$ cat src/rtl/utdr_pkg.sv
package utdr_pkg;

    // ring geometry and fifo limits
    localparam int RING_SLOTS = 8;
    localparam int FIFO_MAX   = 32;
    localparam int IDX_W      = $clog2(RING_SLOTS);

    // field widths fixed by the interface
    localparam int ADDR_W  = 32;
    localparam int LEN_W   = 16;
    localparam int SLOT_W  = 3;
    localparam int CFG_W   = 6;
    localparam int CFG_IDX_W = 2;

    // command codes
    localparam logic CMD_POST = 1'b0;
    localparam logic CMD_IRQ  = 1'b1;

    // result kinds
    localparam logic KIND_BYTE   = 1'b0;
    localparam logic KIND_REPORT = 1'b1;

    // configuration register indexes
    localparam logic [CFG_IDX_W-1:0] REG_FIFO_DEPTH   = 2'd0;
    localparam logic [CFG_IDX_W-1:0] REG_FIFO_TRIGGER = 2'd1;

    // configuration reset values
    localparam logic [CFG_W-1:0] FIFO_DEPTH_RST   = 6'd16;
    localparam logic [CFG_W-1:0] FIFO_TRIGGER_RST = 6'd0;

    typedef struct packed {
        logic              command;
        logic [ADDR_W-1:0] buf_addr;
        logic [LEN_W-1:0]  buf_len;
        logic              flow_hold;
    } cmd_t;

    typedef struct packed {
        logic              kind;
        logic [ADDR_W-1:0] byte_addr;
        logic [SLOT_W-1:0] slot;
        logic              accepted;
        logic              idle_kick;
        logic              last;
    } res_t;

    // controller to datapath
    typedef struct packed {
        logic latch;
        logic post;
        logic report;
        logic load;
        logic step;
        logic finish;
    } ctl_cmd_t;

    // datapath to controller
    typedef struct packed {
        logic is_post;
        logic no_run;
        logic halt;
        logic rem_one;
    } ctl_sts_t;

    // ring index advance with wrap
    function automatic logic [IDX_W-1:0] next_idx(input logic [IDX_W-1:0] i);
        return (i == IDX_W'(RING_SLOTS - 1)) ? '0 : i + 1'b1;
    endfunction

endpackage

$ cat src/rtl/utdr_ctrl.sv
module utdr_ctrl (
    input  logic                clk,
    input  logic                rst_n,
    input  logic                start,
    output logic                busy,
    input  utdr_pkg::ctl_sts_t  sts,
    output utdr_pkg::ctl_cmd_t  ctl
);
    import utdr_pkg::*;

    localparam logic [1:0] S_IDLE   = 2'd0;
    localparam logic [1:0] S_DECIDE = 2'd1;
    localparam logic [1:0] S_RUN    = 2'd2;
    localparam logic [1:0] S_FINISH = 2'd3;

    logic [1:0] state_reg;
    logic [1:0] state_next;

    // state register
    always_ff @(posedge clk or negedge rst_n)
    begin
        if (!rst_n)
        begin
            state_reg <= S_IDLE;
        end
        else
        begin
            state_reg <= state_next;
        end
    end

    // next state and datapath commands
    always_comb
    begin
        state_next = state_reg;
        ctl        = '0;
        unique case (state_reg)
            S_IDLE:
            begin
                if (start)
                begin
                    ctl.latch  = 1'b1;
                    state_next = S_DECIDE;
                end
            end
            S_DECIDE:
            begin
                if (sts.is_post)
                begin
                    ctl.post   = 1'b1;
                    state_next = S_IDLE;
                end
                else if (sts.no_run)
                begin
                    ctl.report = 1'b1;
                    state_next = S_IDLE;
                end
                else
                begin
                    ctl.load   = 1'b1;
                    state_next = S_RUN;
                end
            end
            S_RUN:
            begin
                ctl.step = 1'b1;
                if (sts.halt)
                begin
                    state_next = S_IDLE;
                end
                else if (sts.rem_one)
                begin
                    state_next = S_FINISH;
                end
            end
            S_FINISH:
            begin
                ctl.finish = 1'b1;
                state_next = S_IDLE;
            end
            default:
            begin
                state_next = S_IDLE;
            end
        endcase
    end

    assign busy = (state_reg != S_IDLE);

endmodule

$ cat src/rtl/utdr_datapath.sv
module utdr_datapath (
    input  logic                              clk,
    input  logic                              rst_n,
    input  utdr_pkg::cmd_t                    cmd,
    input  logic                              wr_en,
    input  logic [utdr_pkg::CFG_IDX_W-1:0]    wr_index,
    input  logic [utdr_pkg::CFG_W-1:0]        wr_data,
    input  utdr_pkg::ctl_cmd_t                ctl,
    output utdr_pkg::ctl_sts_t                sts,
    output utdr_pkg::res_t                    result,
    output logic                              result_valid
);
    import utdr_pkg::*;

    // descriptor store
    logic [ADDR_W-1:0]     slot_addr_reg  [RING_SLOTS];
    logic [ADDR_W-1:0]     slot_addr_next [RING_SLOTS];
    logic [LEN_W-1:0]      slot_count_reg [RING_SLOTS];
    logic [LEN_W-1:0]      slot_count_next[RING_SLOTS];
    logic [RING_SLOTS-1:0] slot_busy_reg;
    logic [RING_SLOTS-1:0] slot_busy_next;

    // pointers and flags
    logic [IDX_W-1:0] tail_reg;
    logic [IDX_W-1:0] tail_next;
    logic [IDX_W-1:0] head_reg;
    logic [IDX_W-1:0] head_next;
    logic             idle_reg;
    logic             idle_next;

    // configuration
    logic [CFG_W-1:0] depth_reg;
    logic [CFG_W-1:0] depth_next;
    logic [CFG_W-1:0] trig_reg;
    logic [CFG_W-1:0] trig_next;

    // working copy of the tail descriptor
    cmd_t              in_reg;
    cmd_t              in_next;
    logic [ADDR_W-1:0] cur_addr_reg;
    logic [ADDR_W-1:0] cur_addr_next;
    logic [LEN_W-1:0]  cur_count_reg;
    logic [LEN_W-1:0]  cur_count_next;
    logic [CFG_W-1:0]  rem_reg;
    logic [CFG_W-1:0]  rem_next;

    // result beat register
    res_t res_reg;
    res_t res_next;
    logic res_valid_reg;
    logic res_valid_next;

    logic [CFG_W-1:0] depth_cap;
    logic [CFG_W-1:0] send_cnt;
    logic [IDX_W-1:0] tail_adv;

    // send count from fifo depth and trigger
    always_comb
    begin
        depth_cap = (depth_reg > CFG_W'(FIFO_MAX)) ? CFG_W'(FIFO_MAX) : depth_reg;
        send_cnt  = (depth_cap > trig_reg) ? depth_cap - trig_reg : '0;
        tail_adv  = next_idx(tail_reg);
    end

    // status toward the controller
    always_comb
    begin
        sts.is_post = (in_reg.command == CMD_POST);
        sts.no_run  = !slot_busy_reg[tail_reg] || in_reg.flow_hold || (send_cnt == '0);
        sts.halt    = (cur_count_reg == '0) && !slot_busy_reg[tail_adv];
        sts.rem_one = (rem_reg == CFG_W'(1));
    end

    // next state of the datapath
    always_comb
    begin
        slot_addr_next  = slot_addr_reg;
        slot_count_next = slot_count_reg;
        slot_busy_next  = slot_busy_reg;
        tail_next       = tail_reg;
        head_next       = head_reg;
        idle_next       = idle_reg;
        depth_next      = depth_reg;
        trig_next       = trig_reg;
        in_next         = in_reg;
        cur_addr_next   = cur_addr_reg;
        cur_count_next  = cur_count_reg;
        rem_next        = rem_reg;
        res_next        = res_reg;
        res_valid_next  = 1'b0;

        // configuration writes
        if (wr_en)
        begin
            if (wr_index == REG_FIFO_DEPTH)
            begin
                depth_next = wr_data;
            end
            else if (wr_index == REG_FIFO_TRIGGER)
            begin
                trig_next = wr_data;
            end
        end

        // capture input beat
        if (ctl.latch)
        begin
            in_next = cmd;
        end

        // post a descriptor at the head slot
        if (ctl.post)
        begin
            res_next           = '0;
            res_next.kind      = KIND_REPORT;
            res_next.slot      = SLOT_W'(head_reg);
            res_next.idle_kick = idle_reg;
            res_next.last      = 1'b1;
            res_valid_next     = 1'b1;
            if (!slot_busy_reg[head_reg])
            begin
                slot_addr_next[head_reg]  = in_reg.buf_addr;
                slot_count_next[head_reg] = in_reg.buf_len;
                slot_busy_next[head_reg]  = 1'b1;
                head_next                 = next_idx(head_reg);
                idle_next                 = 1'b0;
                res_next.accepted         = 1'b1;
            end
        end

        // interrupt with nothing to send
        if (ctl.report)
        begin
            res_next       = '0;
            res_next.kind  = KIND_REPORT;
            res_next.slot  = SLOT_W'(tail_reg);
            res_next.last  = 1'b1;
            res_valid_next = 1'b1;
        end

        // open the tail descriptor
        if (ctl.load)
        begin
            cur_addr_next  = slot_addr_reg[tail_reg];
            cur_count_next = slot_count_reg[tail_reg];
            rem_next       = send_cnt;
        end

        // one byte per cycle, crossing into the next slot when empty
        if (ctl.step)
        begin
            rem_next       = rem_reg - 1'b1;
            res_next       = '0;
            res_valid_next = 1'b1;
            if (cur_count_reg == '0)
            begin
                slot_busy_next[tail_reg] = 1'b0;
                tail_next                = tail_adv;
                if (!slot_busy_reg[tail_adv])
                begin
                    idle_next          = 1'b1;
                    res_next.kind      = KIND_REPORT;
                    res_next.slot      = SLOT_W'(tail_adv);
                    res_next.idle_kick = 1'b1;
                    res_next.last      = 1'b1;
                end
                else
                begin
                    res_next.kind      = KIND_BYTE;
                    res_next.byte_addr = slot_addr_reg[tail_adv];
                    res_next.slot      = SLOT_W'(tail_adv);
                    cur_addr_next      = slot_addr_reg[tail_adv] + 1'b1;
                    cur_count_next     = slot_count_reg[tail_adv] - 1'b1;
                end
            end
            else
            begin
                res_next.kind      = KIND_BYTE;
                res_next.byte_addr = cur_addr_reg;
                res_next.slot      = SLOT_W'(tail_reg);
                cur_addr_next      = cur_addr_reg + 1'b1;
                cur_count_next     = cur_count_reg - 1'b1;
            end
        end

        // write back the tail descriptor and report
        if (ctl.finish)
        begin
            slot_addr_next[tail_reg]  = cur_addr_reg;
            slot_count_next[tail_reg] = cur_count_reg;
            res_next                  = '0;
            res_next.kind             = KIND_REPORT;
            res_next.slot             = SLOT_W'(tail_reg);
            res_next.last             = 1'b1;
            res_valid_next            = 1'b1;
        end
    end

    // control state
    always_ff @(posedge clk or negedge rst_n)
    begin
        if (!rst_n)
        begin
            slot_busy_reg <= '0;
            tail_reg      <= '0;
            head_reg      <= '0;
            idle_reg      <= 1'b1;
            depth_reg     <= FIFO_DEPTH_RST;
            trig_reg      <= FIFO_TRIGGER_RST;
            rem_reg       <= '0;
            res_valid_reg <= 1'b0;
        end
        else
        begin
            slot_busy_reg <= slot_busy_next;
            tail_reg      <= tail_next;
            head_reg      <= head_next;
            idle_reg      <= idle_next;
            depth_reg     <= depth_next;
            trig_reg      <= trig_next;
            rem_reg       <= rem_next;
            res_valid_reg <= res_valid_next;
        end
    end

    // payload registers
    always_ff @(posedge clk)
    begin
        slot_addr_reg  <= slot_addr_next;
        slot_count_reg <= slot_count_next;
        in_reg         <= in_next;
        cur_addr_reg   <= cur_addr_next;
        cur_count_reg  <= cur_count_next;
        res_reg        <= res_next;
    end

    assign result       = res_reg;
    assign result_valid = res_valid_reg;

endmodule

$ cat src/rtl/uart_tx_descriptor_ring_drain.sv
// UART transmit descriptor ring drain.
// Command channel: a beat on cmd is taken at a clock edge with start high and busy
// low. A post (command 0) stores a buffer descriptor at the head slot when that
// slot is free; a transmit interrupt (command 1) drains byte addresses from the
// tail slot, up to fifo depth minus fifo trigger of them, crossing buffers.
// Result channel: each result beat sits on result for one cycle with result_valid
// high; every command ends with one report beat that has last set.
// Sequence: a post or an interrupt that sends nothing is decided after the start beat
// is taken, and its report is registered from that decision. An interrupt that sends
// N bytes loads the tail descriptor, then gives one byte per cycle and its report right
// after the last byte; at most 32 bytes. busy drops as the report goes out.
// Configuration: wr_en, wr_index, wr_data write fifo_depth (index 0) and
// fifo_trigger (index 1); other indexes are ignored. The user must write them
// only while busy is low; the block itself does not enforce this.
// Reset: all slots free, head and tail at slot 0, ring idle, depth 16, trigger 0.
// The receiver cannot stall: result beats are not held.
module uart_tx_descriptor_ring_drain (
    input  logic                              clk,
    input  logic                              rst_n,
    input  logic                              start,
    output logic                              busy,
    input  utdr_pkg::cmd_t                    cmd,
    input  logic                              wr_en,
    input  logic [utdr_pkg::CFG_IDX_W-1:0]    wr_index,
    input  logic [utdr_pkg::CFG_W-1:0]        wr_data,
    output utdr_pkg::res_t                    result,
    output logic                              result_valid
);
    import utdr_pkg::*;

    ctl_cmd_t ctl;
    ctl_sts_t sts;

    // sequencer
    utdr_ctrl u_ctrl (
        .clk   (clk),
        .rst_n (rst_n),
        .start (start),
        .busy  (busy),
        .sts   (sts),
        .ctl   (ctl)
    );

    // descriptor store and byte datapath
    utdr_datapath u_datapath (
        .clk          (clk),
        .rst_n        (rst_n),
        .cmd          (cmd),
        .wr_en        (wr_en),
        .wr_index     (wr_index),
        .wr_data      (wr_data),
        .ctl          (ctl),
        .sts          (sts),
        .result       (result),
        .result_valid (result_valid)
    );

endmodule
$ cat config.mk
export PLATFORM = sky130hd
export DESIGN_NAME = uart_tx_descriptor_ring_drain
export DESIGN_NICKNAME = d
export VERILOG_FILES = /design/src/rtl/utdr_pkg.sv /design/src/rtl/utdr_ctrl.sv /design/src/rtl/utdr_datapath.sv /design/src/rtl/uart_tx_descriptor_ring_drain.sv
export SDC_FILE = /design/constraint.sdc
export NUM_CORES = 2
export LEC_CHECK = 0
export BUFFER_PORTS_ARGS = -buffer_cell sky130_fd_sc_hd__buf_2
export CAP_MARGIN = 10
export CORE_MARGIN = 2
export CORE_UTILIZATION = 25
export DETAILED_ROUTE_END_ITERATION = 8
export HOLD_SLACK_MARGIN = 0.15
export PLACE_DENSITY = 0.47
export RECOVER_POWER = 100
export SYNTH_ARGS = -nofsm -noshare
export SYNTH_HDL_FRONTEND = slang
export SYNTH_SLANG_ARGS = --single-unit
$ cat constraint.sdc
create_clock -name clk -period 4.05 [get_ports clk]
set_input_delay 0.6075 -clock clk [delete_from_list [all_inputs] [get_ports clk]]
set_output_delay 0.6075 -clock clk [all_outputs]
set_load 0.005 [all_outputs]
; Word-level counts from Yosys, hierarchy flattened
; Index checks and enable logic that the tools add are counted.
[totals]
n_memories = 0
ram_bits = 0
ff_bits = 557
inputBits = 62
output_inout_bits = 41
latch_bits = 0
rom_bits = 0
wordCells = 189
[op_classes]
magnitude_cmp = 12
n_shift = 0
reduce_logical = 23
eq_ne = 9
muxes = 92
bitwise = 8
div_mod_pow = 0
mul = 0
add_sub_neg = 8
[op_table]
columns = cell, count
row1 = two-way mux 256 bit, 3
row2 = bitwise mux 256 bit, 2
row3 = two-way mux 128 bit, 3
row4 = two-way mux 32 bit, 11
row5 = bitwise mux 128 bit, 2
row6 = binary-select mux 32 bit (select 3 bit), 2
row7 = demux 32 bit (select 3 bit), 2
row8 = two-way mux 16 bit, 10
row9 = two-way mux 39 bit, 3
row10 = binary-select mux 16 bit (select 3 bit), 2
row11 = demux 16 bit (select 3 bit), 2
row12 = adder 32 x 1 -> 32 bit (second input constant), 2
row13 = two-way mux 36 bit, 1
row14 = two-way mux 8 bit, 4
row15 = subtractor 16 x 1 -> 16 bit (second input constant), 2
row16 = two-way mux 6 bit, 5
row17 = two-way mux 1 bit, 23
row18 = logical NOT 16 bit, 1
row19 = two-way mux 2 bit, 8
row20 = greater-or-equal comparator 4 bit (second input constant), 3
row21 = less-than comparator 3 x 4 -> 1 bit (second input constant), 3
row22 = inverter 3 -> 4 bit, 3
row23 = binary-select mux 1 bit (select 3 bit), 3
row24 = two-way mux 3 bit, 3
row25 = other kinds (30), 49

; Depth between registers and ports, before layout
[logic_depth]
ltp_word = 13
mapped_depth = 15
ltp_nobuf = 13

; By module
; From an unflattened synthesis, not the netlist that was laid out.
[hier_totals]
hier_cells = 3713
area_unflattened_um2 = 32318.5
[modules_own_cells]
columns = mod, n_inst, seq_area_each_um2, area_per_inst_um2, cells_each
row1 = utdr_datapath, 1, 11793.8, 32177.1, 3698
row2 = utdr_ctrl, 1, 50.0, 141.4, 15

; Worst setup path after synthesis
; No wires, ideal clock.
[synth_path]
path_type = reg2reg
start = register u_datapath.tail_reg[0]
end = register u_datapath.cur_addr_reg[14]
arrival_time_ns = 3.322
path_stages_with_launch = 16
required_time_ns = 3.913
setup_time_ns = 0.137
path_slack_ns = 0.591
period_less_slack_ns = 3.459
path_cell_list = dfrtp_1 > ha_1 > ha_1 > buf_4 > buf_6 > buf_2 > mux4_2 > mux2i_1 > inv_1 > ha_1 > nand4b_4 > nor3_4 > nand2_2 > or4_1 > xnor2_1 > o2111ai_1
[synth_lines]
columns = item, line
row1 = from (decl), utdr_datapath.sv:24  ; logic [IDX_W-1:0] tail_reg;
row2 = from (signal assigned), utdr_datapath.sv:216  ; tail_reg <= tail_next;
row3 = adder 3 x 1 -> 3 bit or equality test 3 bit (tied branches), utdr_pkg.sv:67  ; return (i == IDX_W'(RING_SLOTS - 1)) ? '0 : i + 1'b1;
row4 = two-way mux 3 bit (*), utdr_pkg.sv:67
row5 = via u_datapath.tail_adv[2], utdr_datapath.sv:55  ; logic [IDX_W-1:0] tail_adv;
row6 = inverter 3 -> 4 bit (not written as such), utdr_datapath.sv:172  ; cur_addr_next = slot_addr_reg[tail_adv] + 1'b1;
row7 = binary-select mux 32 bit (select 3 bit), utdr_datapath.sv:172
row8 = two-way mux 32 bit (not written as such) (2 in a row), utdr_datapath.sv:172
row9 = adder 32 x 1 -> 32 bit, utdr_datapath.sv:172
row10 = two-way mux 32 bit (*), utdr_datapath.sv:159  ; if (!slot_busy_reg[tail_adv])
row11 = two-way mux 32 bit (*), utdr_datapath.sv:155  ; if (cur_count_reg == '0)
row12 = two-way mux 32 bit (*), utdr_datapath.sv:150  ; if (ctl.step)
row13 = via u_datapath.cur_addr_next[14], utdr_datapath.sv:41  ; logic [ADDR_W-1:0] cur_addr_next;
row14 = to (signal assigned), utdr_datapath.sv:232  ; cur_addr_reg <= cur_addr_next;
row15 = to (decl), utdr_datapath.sv:40  ; logic [ADDR_W-1:0] cur_addr_reg;
; The timed path passes the listed nets; every way through them passes the cells marked *. The select of a mux whose other input is x is not followed.
; A chain may end at the register's enable or synchronous reset.

; Worst setup path after layout
[layout_path]
start = register u_datapath.tail_reg[0]
end = register u_datapath.cur_addr_reg[23]
; The elaborated chain is that of the path after synthesis.

==> results.ini <==
[synthesis]
synth_compound_area_share_pct=17.0
async_flop_share_pct=6.47
synth_xor_area_share_pct=1.64
synthSimpleGateAreaFrac_pct=12.5
ys_types=90
synth-seq-cells=556
synthCells=3191
synth_seq_area_share_pct=39.6
syn-cell-area_sq_um=29900
synth_nets=3271
synth.area.mux_share_pct=23.3
synth_fa_ha_area_share_pct=0.778
synth_edf_count=53
postSynthAreaPerCell_sq_um=9.38
yosys_most_used_dff=dfxtp_1
synth_top_cell_area_share_pct=31.2
yosys-top-cells-area=dfxtp_1 (31%), mux2i_1 (14%), a21oi_1 (7.0%)
yosys_warnings=0
yosysTopAreaCell=dfxtp_1
synth_top_family_by_area=multiplexers

[grt]
grt_pass1_wl_mm=166
grt_overflow=0
grt_max_degree=81
antenna_found_initial=2
grt_usage_pct=18.1
grt_pass1_vias=23674

[sta]
final.setup.tns_ps=0
timing.hold.ws_ps=178
rsz0062_at_grt=no
min_period_ps=3860
max_freq_mhz=259
maxSlewViolCount=58
setup_viol_count_final=0
hold_viol_final=0
finalClockSkew_ps=31.7
setup_ws_ps=190
relSlewSlack_pct=-46.5
fin_crit_sh_pct=95.3
tightest_slew_ps=2200

[floorplan]
boundaryPins=103
dieArea_sq_um=122000
start_util_pct=25.3
die_h_um=350
die_w_um=350
row_count=126
core_sq_um=118000

[detailed_routing]
routed_wl_mm=113
viasPerCell=5.14
wire_per_inst_um=23.4
drc=0
dr.pass1.iters=5
antenna_left=0
drt_iter0_markers=2407
vias=24865

[placement]
place_inst=4676
dp_hpwl_mm=68.7
dpl-instance-area_sq_um=32400
port_buffers=102
place.gp.congestion=0.821
dpl_worst_slack_ps=335

[finish]
areaGrowthSynthToFinish_pct=15.7
layout.nets=3256
utilization_pct=29.2
layout_common_cells=dfxtp_1 (467), nor2_1 (463), mux2i_1 (433)
final_common_cell=dfxtp_1
stdcell_count=4834
postLayoutCellArea_sq_um=34600
layout-drive-gt1-share_pct=13.1
fillers=12428
largest_reg_flops=256

[clocking]
cts.path.max_buffers=3
post_cts_resize_count=0
postCtsSetupBuffers=0
cts-root-buf=clkbuf_16
path_clk_slew_ps=60
cts_tree=yes
cts_hold_buf=29
cts_max_level=3
cts.sinks=556
numCtsBuffers=69
clk_latency_ps=640

[pwr]
totalPowerFinal_mw=25.3
irDropWorstVdd_mv=0.330
power.leakage_nw=13.1
cellPowerDensity_nw_per_um2=731

[worst_setup_path]
critPathMaxFanout=20
critPathKind=reg -> reg
cp.required_ps=4580
start_kind=register
endpoint_kind=register
cp_data_arrival_time_ps=4390

[hold_path]
min_path_type=in -> reg

[outcome]
violations=capacitance limit, slew limit
outcome=finished with violations

[job]
drv_cap=2

==> path summary, 6_finish.rpt <==
path	startpoint	end	slack, ps	cells after the start
setup / recovery	u_datapath.tail_reg[0]	u_datapath.cur_addr_reg[23]	190	10
hold / removal	cmd[38]	u_datapath.in_reg[38]	180	1
setup reg to reg	u_datapath.tail_reg[0]	u_datapath.cur_addr_reg[23]	190	10
hold reg to reg	u_datapath.result[25]	u_datapath.result[25]	470	1
max in group asynchronous	rst_n	u_datapath.rem_reg[5]	1610	2
min in group asynchronous	rst_n	u_datapath.tail_reg[1]	1180	2
==> area by class of cell <==
class	count	area, sq um	share of cell area [%]
clock inverter	15	129	0.372
clock buffer	113	2050	5.91
sequential	556	11800	34.2
tap	1600	2000	5.79
inverter	35	134	0.387
multi-input combinational	2271	16700	48.2
timing repair buffer	243	1770	5.12
antenna	1	2.50	0.00723
==> critical path, cell delays in order (launching register included) <==
cell      delay [ps]
dfrtp_1          390
ha_1             230
ha_4             500
clkbuf_4         430
mux4_2           280
mux2i_2          140
nor4_4           600
nand3_1          390
or4_1            550
nand3_1          100
nand4_1          100
==> synth_stat cells, drive strengths merged (3+ instances only) <==
| master | n |
|---|---|
| o31ai | 3 |
| o21a | 6 |
| nor3b | 6 |
| mux4 | 98 |
| nor4 | 16 |
| o211ai | 21 |
| o311ai | 4 |
| nand2 | 122 |
| o2111ai | 10 |
| nand4 | 44 |
| and4 | 5 |
| nand3 | 53 |
| a21oi | 419 |
| xnor2 | 28 |
| a221oi | 16 |
| nand3b | 5 |
| inv | 34 |
| o21ai | 53 |
| nand4b | 4 |
| xor2 | 28 |
| and3 | 11 |
| nand2b | 10 |
| buf | 97 |
| or3 | 11 |
| nor3 | 33 |
| dfxtp | 467 |
| a221o | 15 |
| a22oi | 180 |
| a21o | 5 |
| nor2b | 6 |
| or4 | 6 |
| mux2 | 23 |
| ha | 17 |
| or2 | 4 |
| mux2i | 441 |
| clkbuf | 232 |
| a32oi | 3 |
| a31oi | 11 |
| dfrtp | 34 |
| edfxtp | 53 |
| o22ai | 9 |
| a22o | 33 |
| and2 | 6 |
| nor2 | 476 |
==> report_power, final <==
part,leakage (nW),switching (mW),total [mW],internal (mW)
sequential,4.79,2.58,10.3,7.71
clock,1.06,2.58,6.10,3.53
combinational,7.26,4.65,8.91,4.26
total,13.1,9.81,25.3,15.5
==> kinds of logic after synthesis <==
family,Yosys count
adders and majority gates,18
DFF,556
AOI/OAI and AO/OA,814
muxes,562
buffers and inverters,364
xor gates and xnor gates,56
and+or+nand+nor,821
==> layer usage <==
| layer | part of all wire (%) | vias to the layer above | GRT usage [%] |
|---|---|---|---|
| met5 | 0.0062 | - | 0 |
| met4 | 2.3 | 2 | 5.30 |
| met3 | 5.6 | 161 | 2.30 |
| met2 | 45 | 872 | 28.9 |
| met1 | 47 | 12163 | 25.4 |
| li1 | - | 11667 | - |
Note: power is estimated with default switching activity, not from simulation.
